`config.mk`:
```
export PLATFORM = sky130hd
export DESIGN_NAME = scale_degree_pitch_mapper_top
export DESIGN_NICKNAME = d
export VERILOG_FILES = /design/src/sv/sdpm_pkg.sv /design/src/sv/scale_degree_pitch_mapper_top.sv
export VERILOG_INCLUDE_DIRS = /design/src /design/src/sv
export SDC_FILE = /design/constraint.sdc
export NUM_CORES = 1
export LEC_CHECK = 0
export ABC_AREA = 1
export BUFFER_PORTS_ARGS = -buffer_cell sky130_fd_sc_hd__buf_4
export CELL_PAD_IN_SITES_DETAIL_PLACEMENT = 0
export CELL_PAD_IN_SITES_GLOBAL_PLACEMENT = 1
export CORE_MARGIN = 5
export CORE_UTILIZATION = 50
export CTS_CLUSTER_DIAMETER = 40
export DETAILED_ROUTE_END_ITERATION = 10
export HOLD_SLACK_MARGIN = 0.06
export MAX_ROUTING_LAYER = met4
export PLACE_DENSITY = 0.86
export SYNTH_ARGS = -nofsm -noshare
export SYNTH_HDL_FRONTEND = slang
export SYNTH_SLANG_ARGS = --single-unit
```
`constraint.sdc`:
```
create_clock -name clk -period 15.4 [get_ports clk]
set_clock_uncertainty 0.15 [all_clocks]
set_input_delay 3.08 -clock clk [delete_from_list [all_inputs] [get_ports clk]]
set_output_delay 3.08 -clock clk [all_outputs]
set_load 0.005 [all_outputs]
```
`src/sv/scale_degree_pitch_mapper_top_defines.svh`:
```
// Assertion macros shared by the scale degree pitch mapper RTL.
`ifndef SCALE_DEGREE_PITCH_MAPPER_TOP_DEFINES_SVH
`define SCALE_DEGREE_PITCH_MAPPER_TOP_DEFINES_SVH

// Condition must hold in the same cycle as the trigger.
`define SDPM_ASSERT_IMPLIES(label, clk, rst, trig, cond) \
  label: assert property (@(posedge clk) disable iff (rst) (trig) |-> (cond)) \
    else $error("sdpm assertion failed");

// Condition must hold after the trigger, delayed by the dly argument.
`define SDPM_ASSERT_DELAY(label, clk, rst, trig, dly, cond) \
  label: assert property (@(posedge clk) disable iff (rst) (trig) |-> ##dly (cond)) \
    else $error("sdpm assertion failed");

`endif

```
`src/sv/sdpm_pkg.sv`:
```
// Types, constants and helpers for the scale degree pitch mapper.
package sdpm_pkg;

  // Field widths
  localparam int VALUE_W  = 16;
  localparam int RESULT_W = 23;
  localparam int PERIOD_W = 8;
  localparam int SIZE_W   = 5;
  localparam int CFG_W    = 64;
  localparam int KEY_W    = 8;
  localparam int KEY_SLOTS = 16;
  localparam int KEY_IDX_W = 4;
  localparam int PROD_W   = PERIOD_W + VALUE_W;

  // Default for the MAX_KEYS parameter
  localparam int MAX_KEYS_DEFAULT = 16;

  // Divider layout: 16 quotient bits, 4 per stage
  localparam int DIV_STAGES = 4;
  localparam int DIV_BITS   = VALUE_W / DIV_STAGES;

  // Saturation limit for degree-to-pitch results
  localparam logic [PROD_W-1:0] RESULT_MAX = PROD_W'(4194303);

  // Register indexes
  localparam logic [1:0] REG_PERIOD     = 2'd0;
  localparam logic [1:0] REG_SCALE_SIZE = 2'd1;
  localparam logic [1:0] REG_KEYS_LOW   = 2'd2;
  localparam logic [1:0] REG_KEYS_HIGH  = 2'd3;

  // Commands
  localparam logic CMD_DEG_TO_PITCH = 1'b0;
  localparam logic CMD_PITCH_TO_IDX = 1'b1;

  // Register reset values
  localparam logic [PERIOD_W-1:0] PERIOD_RST     = 8'd12;
  localparam logic [SIZE_W-1:0]   SCALE_SIZE_RST = 5'd12;
  localparam logic [CFG_W-1:0]    KEYS_LOW_RST   = 64'h0706_0504_0302_0100;
  localparam logic [CFG_W-1:0]    KEYS_HIGH_RST  = 64'h0000_0000_0B0A_0908;

  // One divider pipeline slot
  typedef struct packed {
    logic                cmd;
    logic                one_octave;
    logic                neg;
    logic [PERIOD_W-1:0] divisor;
    logic [PERIOD_W-1:0] rem;
    logic [VALUE_W-1:0]  dvd;   // dividend shifting out, quotient shifting in
  } div_slot_t;

  // One restoring division step
  function automatic div_slot_t div_step(input div_slot_t s);
    div_slot_t        r;
    logic [PERIOD_W:0] trial;
    r = s;
    trial = {s.rem, s.dvd[VALUE_W-1]};
    if (trial >= {1'b0, s.divisor}) begin
      r.rem = PERIOD_W'(trial - {1'b0, s.divisor});
      r.dvd = {s.dvd[VALUE_W-2:0], 1'b1};
    end else begin
      r.rem = trial[PERIOD_W-1:0];
      r.dvd = {s.dvd[VALUE_W-2:0], 1'b0};
    end
    return r;
  endfunction

endpackage

```
`src/sv/scale_degree_pitch_mapper_top.sv`:
```
// Scale degree to pitch mapper: 7 register stages from command to result.
// done and the result are registered behind the input slot, the divider stages and the post stage.
// Throughput: one transaction per cycle, set by the 4-stage radix-16 divider.
// busy follows rst; the receiver cannot stall, so the pipeline never waits.
// Reset clears the pipeline valid bits and loads the register defaults (period 12, size 12).
`include "scale_degree_pitch_mapper_top_defines.svh"

module scale_degree_pitch_mapper_top #(
  parameter int MAX_KEYS = sdpm_pkg::MAX_KEYS_DEFAULT
) (
  input  logic                          clk,
  input  logic                          rst,
  // command channel
  input  logic                          start,
  output logic                          busy,
  input  logic                          cmd,
  input  logic signed [sdpm_pkg::VALUE_W-1:0]  value,
  input  logic                          one_octave,
  // result channel
  output logic                          done,
  output logic signed [sdpm_pkg::RESULT_W-1:0] result_value,
  output logic                          in_scale,
  output logic                          bad_input,
  // configuration channel
  input  logic                          cfg_valid,
  output logic                          cfg_ready,
  input  logic [1:0]                    cfg_index,
  input  logic [sdpm_pkg::CFG_W-1:0]    cfg_data
);
  import sdpm_pkg::*;

  localparam int LATENCY = DIV_STAGES + 3;

  // Configuration registers
  logic [PERIOD_W-1:0] period;
  logic [SIZE_W-1:0]   scale_size;
  logic [CFG_W-1:0]    keys_low;
  logic [CFG_W-1:0]    keys_high;

  assign busy      = rst;
  assign cfg_ready = !rst;

  always_ff @(posedge clk) begin
    if (rst) begin
      period     <= PERIOD_RST;
      scale_size <= SCALE_SIZE_RST;
      keys_low   <= KEYS_LOW_RST;
      keys_high  <= KEYS_HIGH_RST;
    end else if (cfg_valid && cfg_ready) begin
      unique case (cfg_index)
        REG_PERIOD:     period     <= cfg_data[PERIOD_W-1:0];
        REG_SCALE_SIZE: scale_size <= cfg_data[SIZE_W-1:0];
        REG_KEYS_LOW:   keys_low   <= cfg_data;
        REG_KEYS_HIGH:  keys_high  <= cfg_data;
      endcase
    end
  end

  // Effective period and scale size
  logic [PERIOD_W-1:0] p_eff;
  logic [SIZE_W-1:0]   n_eff;
  assign p_eff = (period == '0) ? PERIOD_W'(1) : period;

  always_comb begin
    if (scale_size == '0) begin
      n_eff = SIZE_W'(1);
    end else if (scale_size > SIZE_W'(MAX_KEYS)) begin
      n_eff = SIZE_W'(MAX_KEYS);
    end else begin
      n_eff = scale_size;
    end
  end

  // Unpacked key table
  logic [KEY_W-1:0] keys [KEY_SLOTS];
  always_comb begin
    for (int i = 0; i < KEY_SLOTS / 2; i++) begin
      keys[i]                 = keys_low[i*KEY_W +: KEY_W];
      keys[i + KEY_SLOTS / 2] = keys_high[i*KEY_W +: KEY_W];
    end
  end

  // Input stage: magnitude and divisor selection
  logic      accept;
  div_slot_t in_slot;
  assign accept = start && !busy;

  always_comb begin
    in_slot            = '0;
    in_slot.cmd        = cmd;
    in_slot.one_octave = one_octave;
    in_slot.neg        = value[VALUE_W-1];
    in_slot.dvd        = value[VALUE_W-1] ? VALUE_W'(-value) : VALUE_W'(value);
    in_slot.divisor    = (cmd == CMD_PITCH_TO_IDX) ? p_eff : PERIOD_W'(n_eff);
  end

  // Divider pipeline: slot 0 is the input register, each later slot 4 steps
  div_slot_t slot  [DIV_STAGES+1];
  logic      vld   [DIV_STAGES+1];

  always_ff @(posedge clk) begin
    if (rst) begin
      vld[0] <= 1'b0;
    end else begin
      vld[0] <= accept;
    end
  end

  always_ff @(posedge clk) begin
    slot[0] <= in_slot;
  end

  for (genvar g = 0; g < DIV_STAGES; g++) begin : g_div
    div_slot_t step_out;

    always_comb begin
      step_out = slot[g];
      for (int b = 0; b < DIV_BITS; b++) begin
        step_out = div_step(step_out);
      end
    end

    always_ff @(posedge clk) begin
      if (rst) begin
        vld[g+1] <= 1'b0;
      end else begin
        vld[g+1] <= vld[g];
      end
    end

    always_ff @(posedge clk) begin
      slot[g+1] <= step_out;
    end
  end

  // Post stage: key fetch and octave product, or wrapped pitch match
  div_slot_t             dq;
  logic [PERIOD_W-1:0]   wrapped;
  logic [KEY_SLOTS-1:0]  match_next;
  assign dq = slot[DIV_STAGES];
  assign wrapped = (dq.neg && dq.rem != '0) ? PERIOD_W'(p_eff - dq.rem) : dq.rem;

  always_comb begin
    match_next = '0;
    for (int i = 0; i < KEY_SLOTS; i++) begin
      match_next[i] = (i < MAX_KEYS) && (SIZE_W'(i) < n_eff) && (keys[i] == wrapped);
    end
  end

  logic                 post_vld;
  logic                 post_cmd;
  logic                 post_bad;
  logic                 post_one_octave;
  logic [KEY_W-1:0]     post_key;
  logic [PROD_W-1:0]    post_prod;
  logic [KEY_SLOTS-1:0] post_match;

  always_ff @(posedge clk) begin
    if (rst) begin
      post_vld <= 1'b0;
    end else begin
      post_vld <= vld[DIV_STAGES];
    end
  end

  always_ff @(posedge clk) begin
    post_cmd        <= dq.cmd;
    post_bad        <= (dq.cmd == CMD_DEG_TO_PITCH) && dq.neg;
    post_one_octave <= dq.one_octave;
    post_key        <= keys[dq.rem[KEY_IDX_W-1:0]];
    post_prod       <= PROD_W'(p_eff) * PROD_W'(dq.dvd);
    post_match      <= match_next;
  end

  // Output stage: add and saturate (zero for a negative degree), or priority-encode the first match
  logic [PROD_W-1:0]    pitch_sum;
  logic [KEY_IDX_W-1:0] first_idx;
  logic                 found;
  logic [RESULT_W-1:0]  result_next;

  assign pitch_sum = PROD_W'(post_key) + (post_one_octave ? '0 : post_prod);
  assign found     = |post_match;

  always_comb begin
    first_idx = '0;
    for (int i = KEY_SLOTS - 1; i >= 0; i--) begin
      if (post_match[i]) begin
        first_idx = KEY_IDX_W'(i);
      end
    end
  end

  always_comb begin
    if (post_cmd == CMD_PITCH_TO_IDX) begin
      result_next = found ? RESULT_W'(first_idx) : '1;
    end else if (post_bad) begin
      result_next = '0;
    end else if (pitch_sum > RESULT_MAX) begin
      result_next = RESULT_MAX[RESULT_W-1:0];
    end else begin
      result_next = pitch_sum[RESULT_W-1:0];
    end
  end

  always_ff @(posedge clk) begin
    if (rst) begin
      done <= 1'b0;
    end else begin
      done <= post_vld;
    end
  end

  always_ff @(posedge clk) begin
    result_value <= result_next;
    in_scale     <= (post_cmd == CMD_PITCH_TO_IDX) && found;
    bad_input    <= post_bad;
  end

  // Checks
  `SDPM_ASSERT_DELAY(a_latency, clk, rst, accept, LATENCY, done)
  `SDPM_ASSERT_IMPLIES(a_flags_excl, clk, rst, done, !(in_scale && bad_input))
  `SDPM_ASSERT_IMPLIES(a_bad_zero, clk, rst, done && bad_input, result_value == '0)
  `SDPM_ASSERT_IMPLIES(a_idx_range, clk, rst, done && in_scale, $unsigned(result_value) < MAX_KEYS)

endmodule

```
==> results of run 1 <==
cells in the mapped netlist, drive strengths merged, types with 3 or more instances:
cell type	count
inv	544
dfxtp	383
o22ai	8
a211oi	3
nand3	169
ha	182
a21oi	246
xnor2	57
nand4	39
clkbuf	82
a21o	5
o211ai	34
buf	49
nand3b	15
o21a	4
o21bai	10
or2	22
a31oi	8
nor4	8
xor2	130
o31ai	5
clkinv	4
a21boi	4
fa	101
nor3	37
o311ai	4
o21ai	298
nor2	368
nand2	803
flip-flops by register name (all words and copies together), names as in the netlist, 5 cells and up:
signal	count
post_match	16
result_value	23
keys_low	64
keys_high	64
vld	5
period	8
slot	159
post_prod	24
scale_size	5
post_key	8
logic make-up after synthesis:
family	after synthesis
AO/OA/AOI/OAI	635
AND/OR/NAND/NOR	1465
adder cells (fa/ha/maj)	283
buffers and inverters	679
XOR/XNOR	187
flip-flops	383
metal layers:
| layer | track usage | vias up | wire length, um |
|---|---|---|---|
| met5 | - | - | 0 |
| met4 | 0.0850 | 0 | 2380 |
| met3 | 0.0444 | 140 | 4310 |
| met2 | 0.422 | 650 | 33600 |
| met1 | 0.331 | 10600 | 31600 |
| li1 | - | 11700 | - |
layout make-up:
class                   instances  area (sq um)  area share
multi-input cells            2570         15600       0.529
diodes                          2          5.00    0.000170
clock buffers                  79          1830      0.0620
inverters                     548          2060      0.0700
well taps                     680           851      0.0289
clock inverters                46           534      0.0181
flip-flops and latches        383          7670       0.260
repair buffers                125           938      0.0319
final timing paths:
path	startpoint	slack, ns	endpoint	cells after the start
max	rst	7.84	cfg_ready	3
min	slot[0][11]	0.17	slot[0][50]	0
max reg2reg	slot[0][95]	8.05	slot[0][122]	39
min reg2reg	slot[0][11]	0.17	slot[0][50]	0
stage by stage:
| stage | utilization | setup slack [ns] | area (sq um) |
|---|---|---|---|
| floorplan | - | 8.23 | 25900 |
| global placement | 0.528 | 7.89 | 27100 |
| detailed placement | 0.528 | 7.86 | 27100 |
| CTS | 0.574 | 7.87 | 29500 |
| global route | 0.574 | 7.16 | 29500 |
| finish | 0.574 | 7.84 | 29500 |
==> results by group, run 1 <==
Outcome
  – Status: completed

Worst setup path
  – Worst path max stage delay: just under 0.7 ns
  – WP data required: about 12 ns
  – Critical path startpoint category: input pin
  – Crit-path most repeated cell: buf_4
  – Critical path buffers and inverters: 3
  – Worst Path Max Fanout: 71
  – Worst-path cell chain: buf_4, clkinv_2, buf_4
  – Top delay family on crit path: buffers and inverters
  – Worst Path Arrival: between 4 and 5 ns
  – Critical path class: in2out
  – Endpoint class of the critical path: output port
  – Worst path slowest cell: clkinv_2

Route
  – Routed Antenna Nets: 0
  – First-pass iteration count of the detailed router: 6
  – DRC: 0
  – Vias per inst: 5.21
  – Final WL: about 70000 um
  – Starting DRT DRC Count: 1658
  – Wire per inst: 16.2 um
  – Vias: 23100

Timing
  – Finish-stage setup viols: 0
  – RSZ-0062 raised after global routing: no
  – Setup TNS: 0 ns
  – Final period utilization: 0.491
  – FMAX: ~130 MHz
  – Least-Margin Pin Slew: 1.02 ns
  – Fin crit period: 7.56 ns
  – Fin. max-slew vios: 0
  – Worst hold slack: 0.168 ns
  – Final hold vios: 0
  – Slew HR: 0.320

Placed design
  – Gpl congestion: 0.916
  – HPWL Detailed: 54300 um
  – # port buffers: between 100 and 150
  – Placed insts: 4306

Logic synthesis
  – Post-Synth Adder-Cell Area: 0.166
  – Synth Area in Compound Gates: 0.132
  – Mux cell area share after synthesis: 0
  – Share of the synthesized area in the top cell type: 0.296
  – Number of enable flip-flop cells after synthesis: 0
  – Netlist cell types: 61
  – Post-Synth Simple-Gate Area: 0.240
  – Synth warn: 0
  – Post-Syn Nets: around 4000
  – Largest family of logic cells by synthesized area: simple AND/OR/NAND/NOR gates
  – Leading post-synthesis cells by cell area: dfxtp_1 (30%), nand2_1 (11%), ha_1 (8.8%)
  – Synth Instances: 3632
  – Post-synth ARST share: 0
  – Seq cells post-synth: ~380
  – Synth Area in XOR/XNOR: 0.0633
  – Top_reg_cell synth: dfxtp_1
  – Synth area leader: dfxtp_1
  – Syn Area/Cell: between 7 and 8 sq um
  – Register area share after synthesis: 0.296
  – Post-Syn Area: 25900 sq um

CTS
  – CTS tree: done
  – Worst skew pair latency: 0.61 ns
  – Max clock buf depth: 3
  – CTS H-Tree Depth: 3
  – Setup Buffers After CTS: 0
  – Clk root buf: clkbuf_16
  – Inserted Clock Buffers: 68
  – Clock sink count: 383
  – # resized after CTS: 0
  – Clock transition at the registers of the reported paths: 0.05 ns
  – Hold buffer count at CTS: 0

GRT
  – Vias in the first global route: 22700
  – Global-route wire length before repair: 117000 um
  – GRT overflow: 0
  – Pin count of the biggest net entering global routing: just over 90
  – Initial antenna violation count: 1
  – Tot GR Track Use: 0.259

Layout
  – Fraction of layout cells with a size suffix above 1: 0.0896
  – Most frequent cells in the layout: nand2_1 (783), inv_1 (524), dfxtp_1 (382)
  – Final std cells w/o fill: 4433
  – Area grow syn2layout: 13.8%
  – Nets: between 4000 and 5000
  – Most common cell after layout, fill and taps aside: nand2_1
  – FILL cells: approximately 4900

Hold path
  – Hold crit path type: reg2reg

Run
  – Max_cap viols: 0

Die
  – Row Count: 83
  – Boundary Pins: 116
  – Chip width: ~240 um
  – Die H: around 240 um
  – Core Area: 51300 sq um
  – Starting Density: 0.504
  – Die area: 56400 sq um
Power of run 1 is not shown: default switching activity piles up to over one toggle a cycle in this logic, so the estimate is an artifact.
==> run 2: changes to the inputs <==
CORE_UTILIZATION = 46   (was 50)
PLACE_DENSITY = 0.8   (was 0.86)
clock period = 7.15 ns   (was 15.4 ns; I/O delays follow)
==> run 2 against run 1 <==
Critical path depth rose by 36. Global-route usage down 1.1 points. First-iteration DRC count fell by 15%. Wire length grew 3.5%. Worst hold slack got worse by 0.0015 ns. Final area grew 1.0%. Utilization down 4.3 points. Critical path type is now reg2reg. Largest cell class unchanged. Highest routed layer unchanged.
==> results by group, run 2 (synthesis gave the netlist of run 1 again) <==
Outcome
  – Status: completed

Route
  – Wire length on met2: 34800 um (+3.7%)
  – Final WL: 74400 um (+3.5%)
  – Metal1 wirelength: 33500 um (+5.9%)
  – Starting DRT DRC Count: 1417 (-15%)
  – Wire per inst: 16.5 um (+1.6%)
  – WL met3: 3660 um (-15%)
  – Highest routed layer: met4
  – Vias per inst: 5.15 (-1.1%)
  – Routed Antenna Nets: 0 (unchanged)
  – Vias: 23300 (+0.75%)
  – DRC: 0 (unchanged)
  – First-pass iteration count of the detailed router: 5 (-1)

Worst setup path
  – Crit-path most repeated cell: nand2_1
  – Worst path max stage delay: 0.39 ns (-0.29 ns)
  – Worst Path Max Fanout: 12 (-83%)
  – WP data required: 7.52 ns (-4.65 ns)
  – Reg2reg path depth: 39 (unchanged)
  – Critical path class: reg2reg
  – Worst Path Arrival: 6.97 ns (+2.64 ns)
  – Critical path startpoint category: register
  – Endpoint class of the critical path: register
  – Worst path slowest cell: ha_1

Die
  – Die H: 247 um (+4.1%)
  – Starting Density: 0.462 (-0.0428)
  – Chip width: 247 um (+4.1%)
  – Die area: 61100 sq um (+8.3%)
  – Boundary Pins: 116 (unchanged)
  – Core Area: 56100 sq um (+9.3%)
  – Row Count: 87 (+4.8%)

Layout
  – Footprint of the multi-input gates: 15700 sq um (+0.88%)
  – Area grow syn2layout: 15.0%
  – Fraction of layout cells with a size suffix above 1: 0.0995 (+0.00994)
  – FILL cells: 5516 (+12%)
  – Largest registers: slot (159), keys_high (64), keys_low (64)
  – Nets: 4077 (+0.25%)
  – Most frequent cells in the layout: nand2_1 (779), inv_1 (520), dfxtp_1 (381)
  – Final std cells w/o fill: 4516 (+1.9%)
  – Largest register FFs: 159 (unchanged)
  – Most common cell after layout, fill and taps aside: nand2_1
  – Most flop-heavy register: slot
  – Register area: 7670 sq um (about the same)

CTS
  – Worst skew pair latency: 0.58 ns (-0.03 ns)
  – Hold buffer count at CTS: 0 (unchanged)
  – CTS H-Tree Depth: 3 (unchanged)
  – Max clock buf depth: 3 (unchanged)
  – Clock transition at the registers of the reported paths: 0.05 ns (about the same)
  – Clk root buf: clkbuf_16
  – Inserted Clock Buffers: 67 (-1.5%)
  – CTS tree: done
  – Clock sink count: 383 (unchanged)

GRT
  – Initial antenna violation count: 1 (unchanged)
  – Tot GR Track Use: 0.248 (-0.0114)
  – Global-route wire length before repair: 119000 um (+1.7%)
  – Vias in the first global route: 22500 (-0.84%)
  – Pin count of the biggest net entering global routing: 83 (-8.8%)
  – GRT overflow: 0 (unchanged)

Placed design
  – # port buffers: 115 (unchanged)
  – Gpl congestion: 0.922 (+0.58%)
  – Placed insts: 4388 (+1.9%)
  – HPWL Detailed: 56800 um (+4.6%)

Timing
  – FMAX: 152 MHz
  – Finish-stage setup viols: 0 (unchanged)
  – Least-Margin Pin Slew: 1.05 ns (+0.0357 ns)
  – Fin crit period: 6.60 ns
  – Final hold vios: 0 (unchanged)
  – Fin. max-slew vios: 0 (unchanged)
  – Slew HR: 0.296 (-0.0239)
  – Final period utilization: 0.923

Hold path
  – Hold depth: 0 (unchanged)
  – Hold crit path type: reg2reg

Run
  – Max_cap viols: 0 (unchanged)
run 2: changes by cell type in the layout (fill, tap and decap cells not counted), sizes merged:
| cell | before | now |
|---|---|---|
| inv | 563 | 560 |
| clkbuf | 79 | 77 |
| clkinv | 15 | 16 |
| buf | 125 | 136 |
| clkinvlp | 10 | 9 |
| bufinv | 6 | 7 |
run 2: final timing paths:
check             slack, ns        start           to
setup / recovery       0.55  slot[0][64]  slot[0][87]
setup reg to reg       0.55  slot[0][64]  slot[0][87]
hold / removal         0.17  slot[0][35]  slot[0][74]
hold reg to reg        0.17  slot[0][35]  slot[0][74]
run 2: final cells by class:
type | count | share of cell area
antenna | 2 | 0.000168
clock buffer | 77 | 0.0600
clock inverter | 44 | 0.0185
inverter | 548 | 0.0694
multi-input combinational | 2570 | 0.528
sequential | 383 | 0.258
tap | 756 | 0.0318
timing repair buffer | 136 | 0.0343
run 2: metal layers:
layer,vias up,track usage
li1,11700,-
met1,10800,0.320
met2,576,0.406
met3,140,0.0317
met4,0,0.0840
met5,-,-
run 2: critical path, delay by kind of cell (launching register included):
kind / cells / cell delay, ns
buffers and inverters: 6 / 0.59
adder cells (fa/ha/maj): 4 / 1.41
AND/OR/NAND/NOR: 22 / 2.68
AO/OA/AOI/OAI: 7 / 1.37
flip-flops: 1 / 0.33
run 2: through the flow:
step / setup TNS (ns) / setup WS, ns / hold WS, ns / instance area [sq um] / util
floorplan: 0 / 1.16 / 0.160 / 25900 / -
global placement: 0 / 0.351 / 0.161 / 27200 / 0.486
detailed placement: 0 / 0.193 / 0.162 / 27200 / 0.486
CTS: 0 / 0.179 / 0.167 / 29600 / 0.527
global route: -0.386 / -0.0719 / 0.178 / 29800 / 0.531
finish: 0 / 0.550 / 0.166 / 29800 / 0.531
run 2: what timing repair did:
| action | CTS | global route |
|---|---|---|
| buffers inserted | 0 | 5 |
| gates resized for setup | 0 | 45 |
| endpoints found under the setup margin | 0 | 36 |
Power of run 2 is left out for the same reason.
